===== config.mk =====
export PLATFORM = sky130hd
export DESIGN_NAME = jtag_pulse_run_packer
export DESIGN_NICKNAME = d
export VERILOG_FILES = /design/src/hw/rtl/jprp_pkg.sv /design/src/hw/rtl/jprp_packer.sv /design/src/hw/rtl/jprp_out_queue.sv /design/src/hw/rtl/jprp_top_dummy_guard.sv /design/src/hw/rtl/jtag_pulse_run_packer.sv
export SDC_FILE = /design/constraint.sdc
export NUM_CORES = 1
export LEC_CHECK = 0
export BUFFER_PORTS_ARGS = -buffer_cell sky130_fd_sc_hd__buf_2
export CAP_MARGIN = 20
export CELL_PAD_IN_SITES_DETAIL_PLACEMENT = 2
export CELL_PAD_IN_SITES_GLOBAL_PLACEMENT = 2
export CORE_AREA = 2 2 148 150
export DETAILED_ROUTE_END_ITERATION = 8
export DIE_AREA = 0 0 150 152
export HOLD_SLACK_MARGIN = 0.08
export PLACE_DENSITY = 0.73
export SYNTH_ARGS = -nofsm -noshare
export SYNTH_HDL_FRONTEND = slang
export SYNTH_SLANG_ARGS = --single-unit

===== constraint.sdc =====
create_clock -name i_clk -period 3.7 [get_ports i_clk]
set_input_delay 0.74 -clock i_clk [delete_from_list [all_inputs] [get_ports i_clk]]
set_output_delay 0.74 -clock i_clk [all_outputs]
set_load 0.02 [all_outputs]

===== src/hw/rtl/jprp_pkg.sv =====
// Shared types and constants for the JTAG pulse run packer.
`default_nettype none

package jprp_pkg;

    localparam int MAX_RUN_DEF = 8;

    // Header flag bits.
    localparam logic [7:0] HDR_TMS_RUN = 8'h80;
    localparam logic [7:0] HDR_TMS_END = 8'h40;

    // Output queue size (power of two).
    localparam int QUEUE_DEPTH = 4;
    localparam int QUEUE_AW    = $clog2(QUEUE_DEPTH);
    localparam int QUEUE_CW    = $clog2(QUEUE_DEPTH + 1);

    typedef struct packed {
        logic       flush;
        logic [1:0] tdo_expect;
        logic [1:0] tdi_code;
        logic       tms;
    } t_pulse;

    typedef struct packed {
        logic       last;
        logic [7:0] compare_mask;
        logic [7:0] expect_bits;
        logic [7:0] shift_bits;
        logic [7:0] header;
    } t_cmd;

    // Up to two commands per pulse, in output order; v1 implies v0.
    typedef struct packed {
        logic v0;
        logic v1;
        t_cmd cmd0;
        t_cmd cmd1;
    } t_pack_out;

endpackage

`default_nettype wire


===== src/hw/rtl/jprp_packer.sv =====
// Run state and packing logic: turns one pulse into zero, one or two commands.
`default_nettype none

module jprp_packer
    import jprp_pkg::*;
#(
    parameter int MAX_RUN = MAX_RUN_DEF
) (
    input  logic      i_clk,
    input  logic      i_rst_n,
    input  logic      i_valid,
    input  t_pulse    i_pulse,
    output t_pack_out o_res
);

    localparam int CW = $clog2(MAX_RUN + 1);

    logic [CW-1:0] r_cnt, n_cnt;
    logic          r_is_tms, n_is_tms;
    logic [7:0]    r_shift, n_shift;
    logic [7:0]    r_expect, n_expect;
    logic [7:0]    r_mask, n_mask;

    logic          is_tms;
    logic          split;
    logic          fresh;
    logic [CW-1:0] base_cnt;
    logic [CW-1:0] new_cnt;
    logic [7:0]    bit_sel;
    logic [7:0]    new_shift;
    logic [7:0]    new_expect;
    logic [7:0]    new_mask;
    logic          tms_after;
    logic          close;
    t_cmd          old_cmd;
    t_cmd          new_cmd;

    always_comb begin
        is_tms   = i_pulse.tdi_code[1];
        // A pending run of the other kind is sent out ahead of this pulse.
        split    = (r_cnt != '0) && (r_is_tms != is_tms);
        fresh    = split || (r_cnt == '0);
        base_cnt = fresh ? '0 : r_cnt;
        bit_sel  = 8'(1) << base_cnt;

        new_shift  = (fresh ? 8'h00 : r_shift) |
                     (((is_tms ? i_pulse.tms : i_pulse.tdi_code[0])) ? bit_sel : 8'h00);
        new_mask   = (fresh ? 8'h00 : r_mask) |
                     (!i_pulse.tdo_expect[1] ? bit_sel : 8'h00);
        new_expect = (fresh ? 8'h00 : r_expect) |
                     ((!i_pulse.tdo_expect[1] && i_pulse.tdo_expect[0]) ? bit_sel : 8'h00);
        new_cnt    = base_cnt + CW'(1);

        tms_after = !is_tms && i_pulse.tms;
        close     = (new_cnt >= CW'(MAX_RUN)) || tms_after || i_pulse.flush;

        old_cmd.header       = (r_is_tms ? HDR_TMS_RUN : 8'h00) |
                               8'(3'(r_cnt - CW'(1)));
        old_cmd.shift_bits   = r_shift;
        old_cmd.expect_bits  = r_expect;
        old_cmd.compare_mask = r_mask;
        old_cmd.last         = !close;

        new_cmd.header       = (is_tms ? HDR_TMS_RUN : 8'h00) |
                               (tms_after ? HDR_TMS_END : 8'h00) |
                               8'(3'(base_cnt));
        new_cmd.shift_bits   = new_shift;
        new_cmd.expect_bits  = new_expect;
        new_cmd.compare_mask = new_mask;
        new_cmd.last         = 1'b1;

        o_res.v0   = i_valid && (split || close);
        o_res.v1   = i_valid && split && close;
        o_res.cmd0 = split ? old_cmd : new_cmd;
        o_res.cmd1 = new_cmd;
    end

    always_comb begin
        n_cnt    = r_cnt;
        n_is_tms = r_is_tms;
        n_shift  = r_shift;
        n_expect = r_expect;
        n_mask   = r_mask;
        if (i_valid) begin
            n_cnt    = close ? '0 : new_cnt;
            n_is_tms = is_tms;
            n_shift  = new_shift;
            n_expect = new_expect;
            n_mask   = new_mask;
        end
    end

    always_ff @(posedge i_clk) begin
        if (!i_rst_n) begin
            r_cnt    <= '0;
            r_is_tms <= 1'b0;
            r_shift  <= 8'h00;
            r_expect <= 8'h00;
            r_mask   <= 8'h00;
        end else begin
            r_cnt    <= n_cnt;
            r_is_tms <= n_is_tms;
            r_shift  <= n_shift;
            r_expect <= n_expect;
            r_mask   <= n_mask;
        end
    end

    a_cnt_below_max: assert property (@(posedge i_clk) disable iff (!i_rst_n)
        r_cnt < CW'(MAX_RUN))
        else $error("pending run reached the maximum without being sent");

    a_close_clears: assert property (@(posedge i_clk) disable iff (!i_rst_n)
        i_valid && close |=> r_cnt == '0)
        else $error("run still pending after its command was sent");

    a_idle_holds: assert property (@(posedge i_clk) disable iff (!i_rst_n)
        !i_valid |=> $stable(r_cnt) && $stable(r_is_tms))
        else $error("run state changed without a pulse");

endmodule

`default_nettype wire


===== src/hw/rtl/jprp_out_queue.sv =====
// Small command queue that takes up to two commands per cycle and gives one.
`default_nettype none

module jprp_out_queue
    import jprp_pkg::*;
(
    input  logic      i_clk,
    input  logic      i_rst_n,
    input  logic      i_push_en,
    input  t_pack_out i_res,
    input  logic      i_pop,
    output t_cmd      o_cmd,
    output logic      o_valid,
    output logic      o_room
);

    t_cmd                r_mem [QUEUE_DEPTH];
    logic [QUEUE_AW-1:0] r_wr, n_wr;
    logic [QUEUE_AW-1:0] r_rd, n_rd;
    logic [QUEUE_CW-1:0] r_count, n_count;
    logic                push0;
    logic                push1;

    always_comb begin
        push0   = i_push_en && i_res.v0;
        push1   = i_push_en && i_res.v1;
        n_wr    = r_wr + QUEUE_AW'(push0) + QUEUE_AW'(push1);
        n_rd    = r_rd + QUEUE_AW'(i_pop);
        n_count = r_count + QUEUE_CW'(push0) + QUEUE_CW'(push1) - QUEUE_CW'(i_pop);
        o_valid = (r_count != '0);
        o_cmd   = r_mem[r_rd];
        // Room for two more, counting the beat leaving this cycle.
        o_room  = r_count <= (QUEUE_CW'(QUEUE_DEPTH - 2) + QUEUE_CW'(i_pop));
    end

    always_ff @(posedge i_clk) begin
        if (!i_rst_n) begin
            r_wr    <= '0;
            r_rd    <= '0;
            r_count <= '0;
        end else begin
            r_wr    <= n_wr;
            r_rd    <= n_rd;
            r_count <= n_count;
        end
        if (push0) begin
            r_mem[r_wr] <= i_res.cmd0;
        end
        if (push1) begin
            r_mem[r_wr + QUEUE_AW'(1)] <= i_res.cmd1;
        end
    end

    a_no_overflow: assert property (@(posedge i_clk) disable iff (!i_rst_n)
        r_count <= QUEUE_CW'(QUEUE_DEPTH))
        else $error("command queue overflow");

    a_push_has_room: assert property (@(posedge i_clk) disable iff (!i_rst_n)
        i_push_en |-> o_room)
        else $error("commands pushed without room for two");

    a_pop_only: assert property (@(posedge i_clk) disable iff (!i_rst_n)
        i_pop && !push0 |=> r_count == $past(r_count) - QUEUE_CW'(1))
        else $error("queue count did not drop on a lone pop");

endmodule

`default_nettype wire


===== src/hw/rtl/jprp_top_dummy_guard.sv =====
// Pulse input register stage: holds one beat until the packer takes it.
`default_nettype none

module jprp_in_stage
    import jprp_pkg::*;
(
    input  logic   i_clk,
    input  logic   i_rst_n,
    input  logic   i_valid,
    output logic   o_ready,
    input  t_pulse i_pulse,
    input  logic   i_take,
    output logic   o_valid,
    output t_pulse o_pulse
);

    logic   r_valid, n_valid;
    t_pulse r_pulse;

    always_comb begin
        o_ready = !r_valid || i_take;
        n_valid = (i_valid && o_ready) || (r_valid && !i_take);
        o_valid = r_valid;
        o_pulse = r_pulse;
    end

    always_ff @(posedge i_clk) begin
        if (!i_rst_n) begin
            r_valid <= 1'b0;
        end else begin
            r_valid <= n_valid;
        end
        if (i_valid && o_ready) begin
            r_pulse <= i_pulse;
        end
    end

endmodule

`default_nettype wire


===== src/hw/rtl/jtag_pulse_run_packer.sv =====
// Top level of the JTAG pulse run packer: input stage, packer and command queue.
// A command reaches m_axis through the input stage register, then the command queue.
// Throughput: one pulse per cycle while the queue has room for two; a pulse closing two
// runs queues two commands for the single read port of the four-entry command queue.
// Reset: synchronous, active low; clears the pending run, the input stage and the queue.
`default_nettype none

module jtag_pulse_run_packer
    import jprp_pkg::*;
#(
    parameter int MAX_RUN = MAX_RUN_DEF
) (
    input  logic        i_clk,
    input  logic        i_rst_n,
    input  logic        s_axis_tvalid,
    output logic        s_axis_tready,
    input  logic [7:0]  s_axis_tdata,   // [0] tms, [2:1] tdi_code, [4:3] tdo_expect
    input  logic        s_axis_tlast,   // flush
    output logic        m_axis_tvalid,
    input  logic        m_axis_tready,
    output logic [31:0] m_axis_tdata,   // [7:0] header, [15:8] shift_bits,
                                        // [23:16] expect_bits, [31:24] compare_mask
    output logic        m_axis_tlast
);

    t_pulse    s_pulse;
    t_pulse    q_pulse;
    logic      q_valid;
    logic      room;
    logic      take;
    t_pack_out res;
    t_cmd      out_cmd;

    always_comb begin
        s_pulse.tms        = s_axis_tdata[0];
        s_pulse.tdi_code   = s_axis_tdata[2:1];
        s_pulse.tdo_expect = s_axis_tdata[4:3];
        s_pulse.flush      = s_axis_tlast;
        take               = q_valid && room;
        m_axis_tdata       = {out_cmd.compare_mask, out_cmd.expect_bits,
                              out_cmd.shift_bits, out_cmd.header};
        m_axis_tlast       = out_cmd.last;
    end

    jprp_in_stage u_in (
        .i_clk   (i_clk),
        .i_rst_n (i_rst_n),
        .i_valid (s_axis_tvalid),
        .o_ready (s_axis_tready),
        .i_pulse (s_pulse),
        .i_take  (take),
        .o_valid (q_valid),
        .o_pulse (q_pulse)
    );

    jprp_packer #(
        .MAX_RUN (MAX_RUN)
    ) u_packer (
        .i_clk   (i_clk),
        .i_rst_n (i_rst_n),
        .i_valid (take),
        .i_pulse (q_pulse),
        .o_res   (res)
    );

    jprp_out_queue u_queue (
        .i_clk     (i_clk),
        .i_rst_n   (i_rst_n),
        .i_push_en (take),
        .i_res     (res),
        .i_pop     (m_axis_tvalid && m_axis_tready),
        .o_cmd     (out_cmd),
        .o_valid   (m_axis_tvalid),
        .o_room    (room)
    );

endmodule

`default_nettype wire


==> results of run 1 <==
## area by class of cell
class | instances | area [sq um]
fill | 2219 | 12300
sequential | 163 | 4490
multi-input combinational | 444 | 3190
timing repair buffer | 70 | 448
clock buffer | 17 | 425
tap | 280 | 350
clock inverter | 15 | 141
inverter | 16 | 60.1
## per-stage QoR
step / util [%] / std cells / total power, mW / hold slack (ps)
global placement: 39.9 / 972 / 3.37 / 446
CTS: 42.6 / 1005 / 5.18 / 465
detailed placement: 40.0 / 973 / 3.43 / 453
floorplan: - / 667 / 3.00 / 435
finish: 42.6 / 1005 / 5.14 / 466
global route: 42.6 / 1005 / 5.36 / 459
## worst paths after layout
kind | from | end | slack, ps
min reg2reg | u_queue.r_mem[1][32] | u_queue.r_mem[1][32] | 470
max | u_packer.r_cnt[0] | u_queue.r_mem[1][23] | 280
max reg2reg | u_packer.r_cnt[0] | u_queue.r_mem[1][23] | 280
min | u_queue.r_mem[1][32] | u_queue.r_mem[1][32] | 470
## cell usage after synthesis (5+ instances only)
cell type / n / area, sq um
a21oi_1: 10 / 50.1
o22ai_1: 15 / 93.8
o21ai_0: 59 / 295
nor2b_1: 19 / 119
clkbuf_1: 20 / 75.1
a22oi_1: 22 / 165
and3_1: 5 / 31.3
nor2_1: 54 / 203
nand2_1: 87 / 327
dfxtp_1: 41 / 821
o21ai_1: 5 / 25.0
a211oi_1: 5 / 37.5
inv_1: 15 / 56.3
a32oi_1: 23 / 201
a21boi_0: 7 / 52.6
buf_2: 12 / 60.1
o211a_1: 7 / 70.1
ha_1: 11 / 138
mux4_2: 30 / 676
edfxtp_1: 122 / 3660
buf_1: 6 / 22.5
and2_1: 24 / 150
o21a_1: 7 / 52.6
buf_4: 6 / 45.0
## kinds of logic after synthesis
| logic type | Yosys count |
|---|---|
| muxes | 32 |
| DFF | 163 |
| adders and majority gates | 14 |
| AOI/OAI and AO/OA | 175 |
| other | 1 |
| and+or+nand+nor | 215 |
| buffers and inverters | 60 |
| xor gates and xnor gates | 5 |
## sequential cells by signal, indices dropped and copies added (netlist names)
signal,flops
u_in.o_pulse,6
u_packer.r_is_tms,1
u_queue.r_wr,2
u_queue.r_count,3
u_queue.r_mem,120
u_queue.r_rd,2
u_in.o_valid,1
u_packer.r_shift,8
u_packer.r_cnt,4
u_packer.r_mask,8
u_packer.r_expect,8
## power groups by stage
stage          clock network (mW)  logic (mW)  registers (mW)
6_report                     1.76        1.18            2.20
5_1_grt                      1.86        1.29            2.22
4_1_cts                      1.78        1.20            2.20
3_5_place_dp                    0        1.19            2.24
3_3_place_gp                    0        1.15            2.23
2_1_floorplan                   0       0.844            2.16
## worst max-delay path, cell delays in order, from the launching register on
cell and delay [ps]:
dfxtp_1 390, inv_1 110, ha_1 250, nor3b_1 300, buf_4 260, nor2_1 80, buf_4 230, nand2_1 200
inv_1 110, ha_1 240, ha_1 290, a32oi_1 490, o22ai_1 200
## routing by layer
metal	up-vias	wire, um	GRT usage, %
li1	2591	-	-
met1	3098	10500	28.7
met2	166	13300	40.9
met3	49	1090	4.59
met4	0	635	8.45
met5	-	0	0
==> results.json, run 1 <==
{
  "yosys.area_share.simple_pct": 13.0,
  "synth_top_family_by_area": "compound AO/OA/AOI/OAI gates",
  "path_clk_slew_ps": 70,
  "synth_ff_type": "edfxtp_1",
  "drv_cap": 0,
  "crit_type": "reg -> reg",
  "setup_tns_ps": 0,
  "rsz0062_at_grt": "no",
  "ys_ff_latch": 163,
  "h-tree-depth": 4,
  "syn-mean-instance-area_sq_um": 11.9,
  "ant_nets": 0,
  "hold_depth": 1,
  "num_rows": 54,
  "ioPinCount": 48,
  "r2r_cells": 12,
  "placement.io_buffers": 41,
  "power_frac_seq_pct": 42.8,
  "worstHoldPathType": "reg -> reg",
  "post_cts_buffers": 0,
  "fin_crit_sh_pct": 92.4,
  "fin_crit_ps": 3420,
  "drtPass1Iterations": 7,
  "cts_root_buffer": "clkbuf_16",
  "start_kind": "flip-flop",
  "cts.sinks": 163,
  "post_dp_cell_area_sq_um": 8530,
  "synth_area_sq_um": 7930,
  "fin_ws_ps": 280,
  "p_int_mw": 3.48,
  "final_cell_mix": "edfxtp_1, nand2_1, o21ai_0",
  "layout_commonest_cell": "edfxtp_1",
  "synth_xor_area_share_pct": 0.789,
  "die_x_um": 150,
  "async_flop_share_pct": 0,
  "grt_max_degree": 38,
  "synthCells": 665,
  "switching_share_pct": 32.3,
  "power.leakage_nw": 3.09,
  "synth_mux_area_share_pct": 8.79,
  "coreArea_sq_um": 21400,
  "via_per_inst": 5.87,
  "vdd_drop_max_mv": 0.304,
  "finClkSkew_ps": 7.83,
  "crit_path_end_kind": "flip-flop",
  "n_antenna_cell": 0,
  "overflow": 0,
  "synth_edf_count": 122,
  "cp.required_ps": 3850,
  "ys_seq_area_share_pct": 56.6,
  "critical_path_arrival_ps": 3570,
  "nets": 739,
  "areaGrowthSynthToFinish_pct": 14.8,
  "antenna_found_initial": 0,
  "clk_path_buf_depth": 2,
  "finalMaxSlewViolations": 0,
  "design_area_sq_um": 9100,
  "grt_use_total_pct": 23.5,
  "drt_iter0_markers": 432,
  "crit_fanout": 16,
  "drive_above_1_share_pct": 20.6,
  "initial_core_util_pct": 37.1,
  "yosys_warnings": 0,
  "fmax_ghz": 0.292,
  "dieArea_sq_um": 22800,
  "hold_viol": 0,
  "yosys.area_share.adder_pct": 2.49,
  "cts_tree": "built",
  "die_y_um": 152,
  "ctsHoldBuffers": 0,
  "grt_pass1_wl_mm": 39.9,
  "place_congestion": 0.814,
  "pwr-share-clk_pct": 34.3,
  "synth_compound_area_share_pct": 15.0,
  "drcViolationCount": 0,
  "switchingPower_mw": 1.66,
  "grt_pass1_vias": 6781,
  "tightest_slew_ps": 1150,
  "cts_buffers": 17,
  "preCtsSetupSlack_ps": 331,
  "pwr-share-comb_pct": 23.0,
  "status": "finished clean",
  "routedWlPerCell_um": 25.4,
  "netlist-cell-type-count": 58,
  "vias": 5904,
  "clock_latency_ps": 440,
  "setup_violations": 0,
  "powerDensity_nw_per_um2": 565,
  "slew_headroom_pct": 23.5,
  "ctsResizeCount": 0,
  "place_hpwl_mm": 16.4,
  "wl_mm": 25.5
}
No activity file was read; power rests on OpenSTA's default activity.
==> run 2, diff against run 1 <==
CORE_AREA = 2 2 136 138   (was 2 2 148 150)
DIE_AREA = 0 0 138 140   (was 0 0 150 152)
PLACE_DENSITY = 0.82   (was 0.73)
clock period = 3.99 ns   (was 3.7 ns; I/O delays follow)
==> run 2 against run 1 <==
Effect of this change:
- setup slack better by 64 ps
- core utilization is 8.2 points higher
- maximum frequency is 6.2% lower
- global-route usage is 5.5 points higher
- final cell count is 5.4% lower
- die area is 15% lower
- sequential power is 7% lower
- via count is 2.3% higher
- final area is 0.67% lower
- critical path type unchanged
- highest routed layer unchanged
==> results.json, run 2 (synthesized netlist as in run 1, its figures left out) <==
{
  "areaGrowthSynthToFinish_pct": 14.1,
  "ctsHoldBuffers": 0,
  "vdd_drop_max_mv": 0.494,
  "clock_latency_ps": 440,
  "cp_slowest_cell": "edfxtp_1",
  "fin_util_pct": 50.8,
  "finalMaxSlewViolations": 0,
  "die_y_um": 140,
  "start_kind": "flip-flop",
  "ant_nets": 0,
  "final_cell_mix": "edfxtp_1, nand2_1, o21ai_0",
  "powerDensity_nw_per_um2": 530,
  "critPathMaxStageDelay_ps": 730,
  "cp.required_ps": 4230,
  "antenna_found_initial": 0,
  "drtPass1Iterations": 5,
  "cp_cell_sequence": "xor2_4 -> nor2_1 -> buf_6 -> nand2_1 -> inv_1 -> ha_1 -> ha_1 -> a32oi_1 -> o21ai_0",
  "setup_tns_ps": 0,
  "tightest_slew_ps": 991,
  "power.leakage_nw": 3.07,
  "design_area_sq_um": 9040,
  "ctsResizeCount": 0,
  "reg2reg_to": "u_queue.r_mem[0][19]",
  "overflow": 0,
  "fin_crit_sh_pct": 91.4,
  "dpl.cell_count": 918,
  "cts.sinks": 163,
  "regMostFlops": "u_queue.r_mem",
  "place_hpwl_mm": 16.9,
  "slew_headroom_pct": 33.9,
  "largest_register_ffs": 120,
  "fin_ws_ps": 345,
  "n_antenna_cell": 0,
  "power_mw": 4.79,
  "drt_iter0_markers": 486,
  "post_dp_cell_area_sq_um": 8470,
  "layout_commonest_cell": "edfxtp_1",
  "drv_cap": 0,
  "finClkSkew_ps": 10.8,
  "nets": 736,
  "place_congestion": 0.840,
  "drive_above_1_share_pct": 19.3,
  "placement.io_buffers": 41,
  "vias": 6042,
  "dieArea_sq_um": 19300,
  "cts_tree": "built",
  "cts_root_buffer": "clkbuf_16",
  "fillCellCount": 1772,
  "r2r_cells": 9,
  "clk_path_buf_depth": 2,
  "wl_mm": 27.2,
  "grt_pass1_wl_mm": 41.7,
  "cts_buffers": 17,
  "initial_core_util_pct": 44.6,
  "crit_fanout": 12,
  "crit_path_end_kind": "flip-flop",
  "status": "finished clean",
  "grt_use_total_pct": 28.9,
  "fmax_ghz": 0.274,
  "grt_max_degree": 38,
  "grt_pass1_vias": 6716,
  "coreArea_sq_um": 17800,
  "setup_violations": 0,
  "hold_viol": 0,
  "via_per_inst": 6.35,
  "fin_cells": 951,
  "num_rows": 49,
  "drcViolationCount": 0,
  "multi_input_area_sq_um": 3190,
  "path_clk_slew_ps": 70,
  "ff2ff_setup_slack_ps": 340,
  "rsz0062_at_grt": "no",
  "die_x_um": 138,
  "regArea_sq_um": 4490,
  "fin_crit_ps": 3650,
  "crit_end": "u_queue.r_mem[0][19]",
  "worstSetupStartpoint": "u_in.o_pulse[2]",
  "r2r-start": "u_in.o_pulse[2]",
  "preCtsSetupSlack_ps": 519,
  "holdWs_ps": 491,
  "critical_path_arrival_ps": 3890,
  "routedWlPerCell_um": 28.6,
  "crit_type": "reg -> reg",
  "h-tree-depth": 4,
  "worstHoldPathType": "reg -> reg",
  "critPathMostFrequentCell": "ha_1",
  "post_cts_buffers": 0,
  "ioPinCount": 48
}
-- run 2: cell count changes in the layout (fill, tap and decap cells not counted), sizes merged --
cell    before  now
buf         70   67
bufinv       1    2
clkbuf      17   21
clkinv       4    8
inv         24   15
-- run 2: layout make-up --
class	instances	share of cell area (%)
inverter	16	0.664
clock inverter	11	1.25
tap	229	3.17
multi-input combinational	444	35.3
sequential	163	49.6
timing repair buffer	67	5.02
clock buffer	21	4.98
-- run 2: routing by layer --
layer	vias to the layer above	part of all wire (%)	global-route usage, %	routed length, um
met4	0	2.4	11.7	662
met2	193	54	52.4	14800
met1	3208	39	34.9	10700
li1	2586	-	-	-
met3	55	3.7	3.93	1010
met5	-	0	0	0
-- run 2: worst max-delay path, delay by kind of cell (launching register included) --
family          cells  cell delay, ps
fa+ha+maj           2             540
buf+inv             2             410
compound gates      2             600
simple gates        2             910
flops               1             730
xor+xnor            1             250
-- run 2: how the worst min path moves through the flow --
stage	startpoint	endpoint	depth (start not counted)	slack, ps
after floorplan	u_queue.r_mem[2][32]	u_queue.r_mem[2][32]	1	440
after global placement	u_queue.r_mem[0][32]	u_queue.r_mem[0][32]	1	440
after detailed placement	u_queue.r_mem[0][32]	u_queue.r_mem[0][32]	1	460
after CTS	u_queue.r_mem[2][32]	u_queue.r_mem[2][32]	1	490
after global routing	u_queue.r_mem[2][32]	u_queue.r_mem[2][32]	1	510
final	u_queue.r_mem[2][32]	u_queue.r_mem[2][32]	1	490
-- run 2: where the power goes --
group	switching [mW]	internal, mW	total (mW)	leakage, nW
clock network	0.713	0.930	1.64	0.267
registers	0.128	1.91	2.04	1.51
logic	0.671	0.436	1.11	1.29
==> run 3, diff against run 2 <==
PLACE_DENSITY = unset   (was 0.82)
PLACE_DENSITY_LB_ADDON = 0.1   (was unset)
==> run 3 against run 2 <==
Effect of this change:
- register-to-register slack better by 110 ps
- routed wire length shrank 2.7%
- setup slack improved by 110 ps
- hold slack got worse by 15 ps
- die area unchanged
- via count down 0.71%
- largest cell class unchanged
==> results.json, run 3 (synthesized netlist as in run 1, its figures left out) <==
{
  "status": "finished clean",
  "final_cell_mix": "edfxtp_1, nand2_1, o21ai_0",
  "slew_headroom_pct": 30.9,
  "hold_viol": 0,
  "critPathMaxStageDelay_ps": 510,
  "h-tree-depth": 4,
  "drv_cap": 0,
  "clock_latency_ps": 450,
  "pwr-share-comb_pct": 22.6,
  "path_clk_slew_ps": 70,
  "grt_use_total_pct": 28.3,
  "multi_input_area_sq_um": 3190,
  "start_kind": "flip-flop",
  "finClkSkew_ps": 9.51,
  "drt_iter0_markers": 443,
  "die_y_um": 140,
  "vias": 5999,
  "crit_fanout": 13,
  "regArea_sq_um": 4490,
  "cp_cell_sequence": "inv_1 -> ha_1 -> nor3b_1 -> nor2_1 -> buf_4 -> nand2_1 -> ha_1 -> and3_1 -> a22oi_1 -> nor2_1",
  "initial_core_util_pct": 44.6,
  "place_congestion": 0.835,
  "power.leakage_nw": 3.10,
  "via_per_inst": 6.29,
  "switchingPower_mw": 1.52,
  "worstHoldPathType": "reg -> reg",
  "overflow": 0,
  "crit_type": "reg -> reg",
  "crit_path_end_kind": "flip-flop",
  "setup_violations": 0,
  "fillCellCount": 1759,
  "n_antenna_cell": 0,
  "drive_above_1_share_pct": 20.6,
  "dieArea_sq_um": 19300,
  "power_frac_seq_pct": 41.9,
  "ioPinCount": 48,
  "num_rows": 49,
  "fin_crit_ps": 3530,
  "tightest_slew_ps": 1040,
  "switching_share_pct": 31.3,
  "grt_pass1_vias": 6742,
  "p_int_mw": 3.34,
  "coreArea_sq_um": 17800,
  "cts.sinks": 163,
  "nets": 739,
  "grt_pass1_wl_mm": 41.0,
  "cp.required_ps": 4160,
  "die_x_um": 138,
  "routedWlPerCell_um": 27.7,
  "post_cts_buffers": 0,
  "antenna_found_initial": 0,
  "grt_max_degree": 38,
  "setup_tns_ps": 0,
  "ctsResizeCount": 0,
  "vdd_drop_max_mv": 0.312,
  "cp_slowest_cell": "dfxtp_1",
  "worst-path-buf-inv": 2,
  "wl_mm": 26.5,
  "placement.io_buffers": 41,
  "ctsHoldBuffers": 0,
  "cpLargestDelayFamily": "simple AND/OR/NAND/NOR gates",
  "regMostFlops": "u_queue.r_mem",
  "ant_nets": 0,
  "finalMaxSlewViolations": 0,
  "cts_tree": "built",
  "clk_path_buf_depth": 2,
  "areaGrowthSynthToFinish_pct": 14.5,
  "cts_buffers": 17,
  "fmax_ghz": 0.283,
  "fin_crit_sh_pct": 88.6,
  "place_hpwl_mm": 16.8,
  "powerDensity_nw_per_um2": 536,
  "layout_commonest_cell": "edfxtp_1",
  "pwr-share-clk_pct": 35.5,
  "drtPass1Iterations": 6,
  "holdWs_ps": 476,
  "rsz0062_at_grt": "no",
  "critical_path_arrival_ps": 3700,
  "largest_register_ffs": 120,
  "drcViolationCount": 0,
  "cts_root_buffer": "clkbuf_16"
}
run 3: changes by cell type in the layout (fill, tap and decap cells not counted):
cell,delta
bufinv_16,+1
clkinvlp_4,+2
buf_6,-1
clkinv_2,+2
clkinv_4,-2
clkbuf_8,-1
buf_12,-2
clkinv_1,-4
clkbuf_1,-3
buf_4,+6
inv_6,+5
run 3: layer usage:
layer | vias to the layer above | track usage, % | routed length [um]
met3 | 75 | 4.72 | 1200
met1 | 3116 | 33.5 | 10300
li1 | 2599 | - | -
met2 | 209 | 50.8 | 14000
met4 | 0 | 12.8 | 931
met5 | - | 0 | 0
run 3: final cells by class:
type / count / share of cell area, %
well taps: 229 / 3.16
inverters: 16 / 0.662
clock buffers: 17 / 4.69
flip-flops and latches: 163 / 49.4
multi-input cells: 444 / 35.1
clock inverters: 15 / 1.97
repair buffers: 70 / 4.94
run 3: power by group through the flow:
stage | combinational (mW) | sequential (mW) | clock [mW]
after detailed placement | 1.10 | 2.07 | 0
after floorplan | 0.782 | 2.00 | 0
after global routing | 1.18 | 2.05 | 1.81
after CTS | 1.11 | 2.04 | 1.75
after global placement | 1.06 | 2.06 | 0
final | 1.10 | 2.04 | 1.73
run 3: worst paths after layout:
| kind | from | endpoint | slack, ps | cells past startpoint |
|---|---|---|---|---|
| setup / recovery | u_packer.r_cnt[0] | u_queue.r_mem[2][30] | 460 | 10 |
| hold / removal | u_queue.r_mem[3][32] | u_queue.r_mem[3][32] | 480 | 1 |
| setup reg to reg | u_packer.r_cnt[0] | u_queue.r_mem[2][30] | 460 | 10 |
| hold reg to reg | u_queue.r_mem[3][32] | u_queue.r_mem[3][32] | 480 | 1 |
run 3: per-stage QoR:
step                      setup slack (ps)  cells  util (%)  cell area [sq um]  total power [mW]
after floorplan                        211    667         -               7930              2.78
after global placement                 630    921      47.6               8460              3.12
after global routing                   218    954      51.0               9070              5.05
final                                  456    954      51.0               9070              4.86
after detailed placement               477    921      47.6               8460              3.18
after CTS                              510    953      51.0               9070              4.90
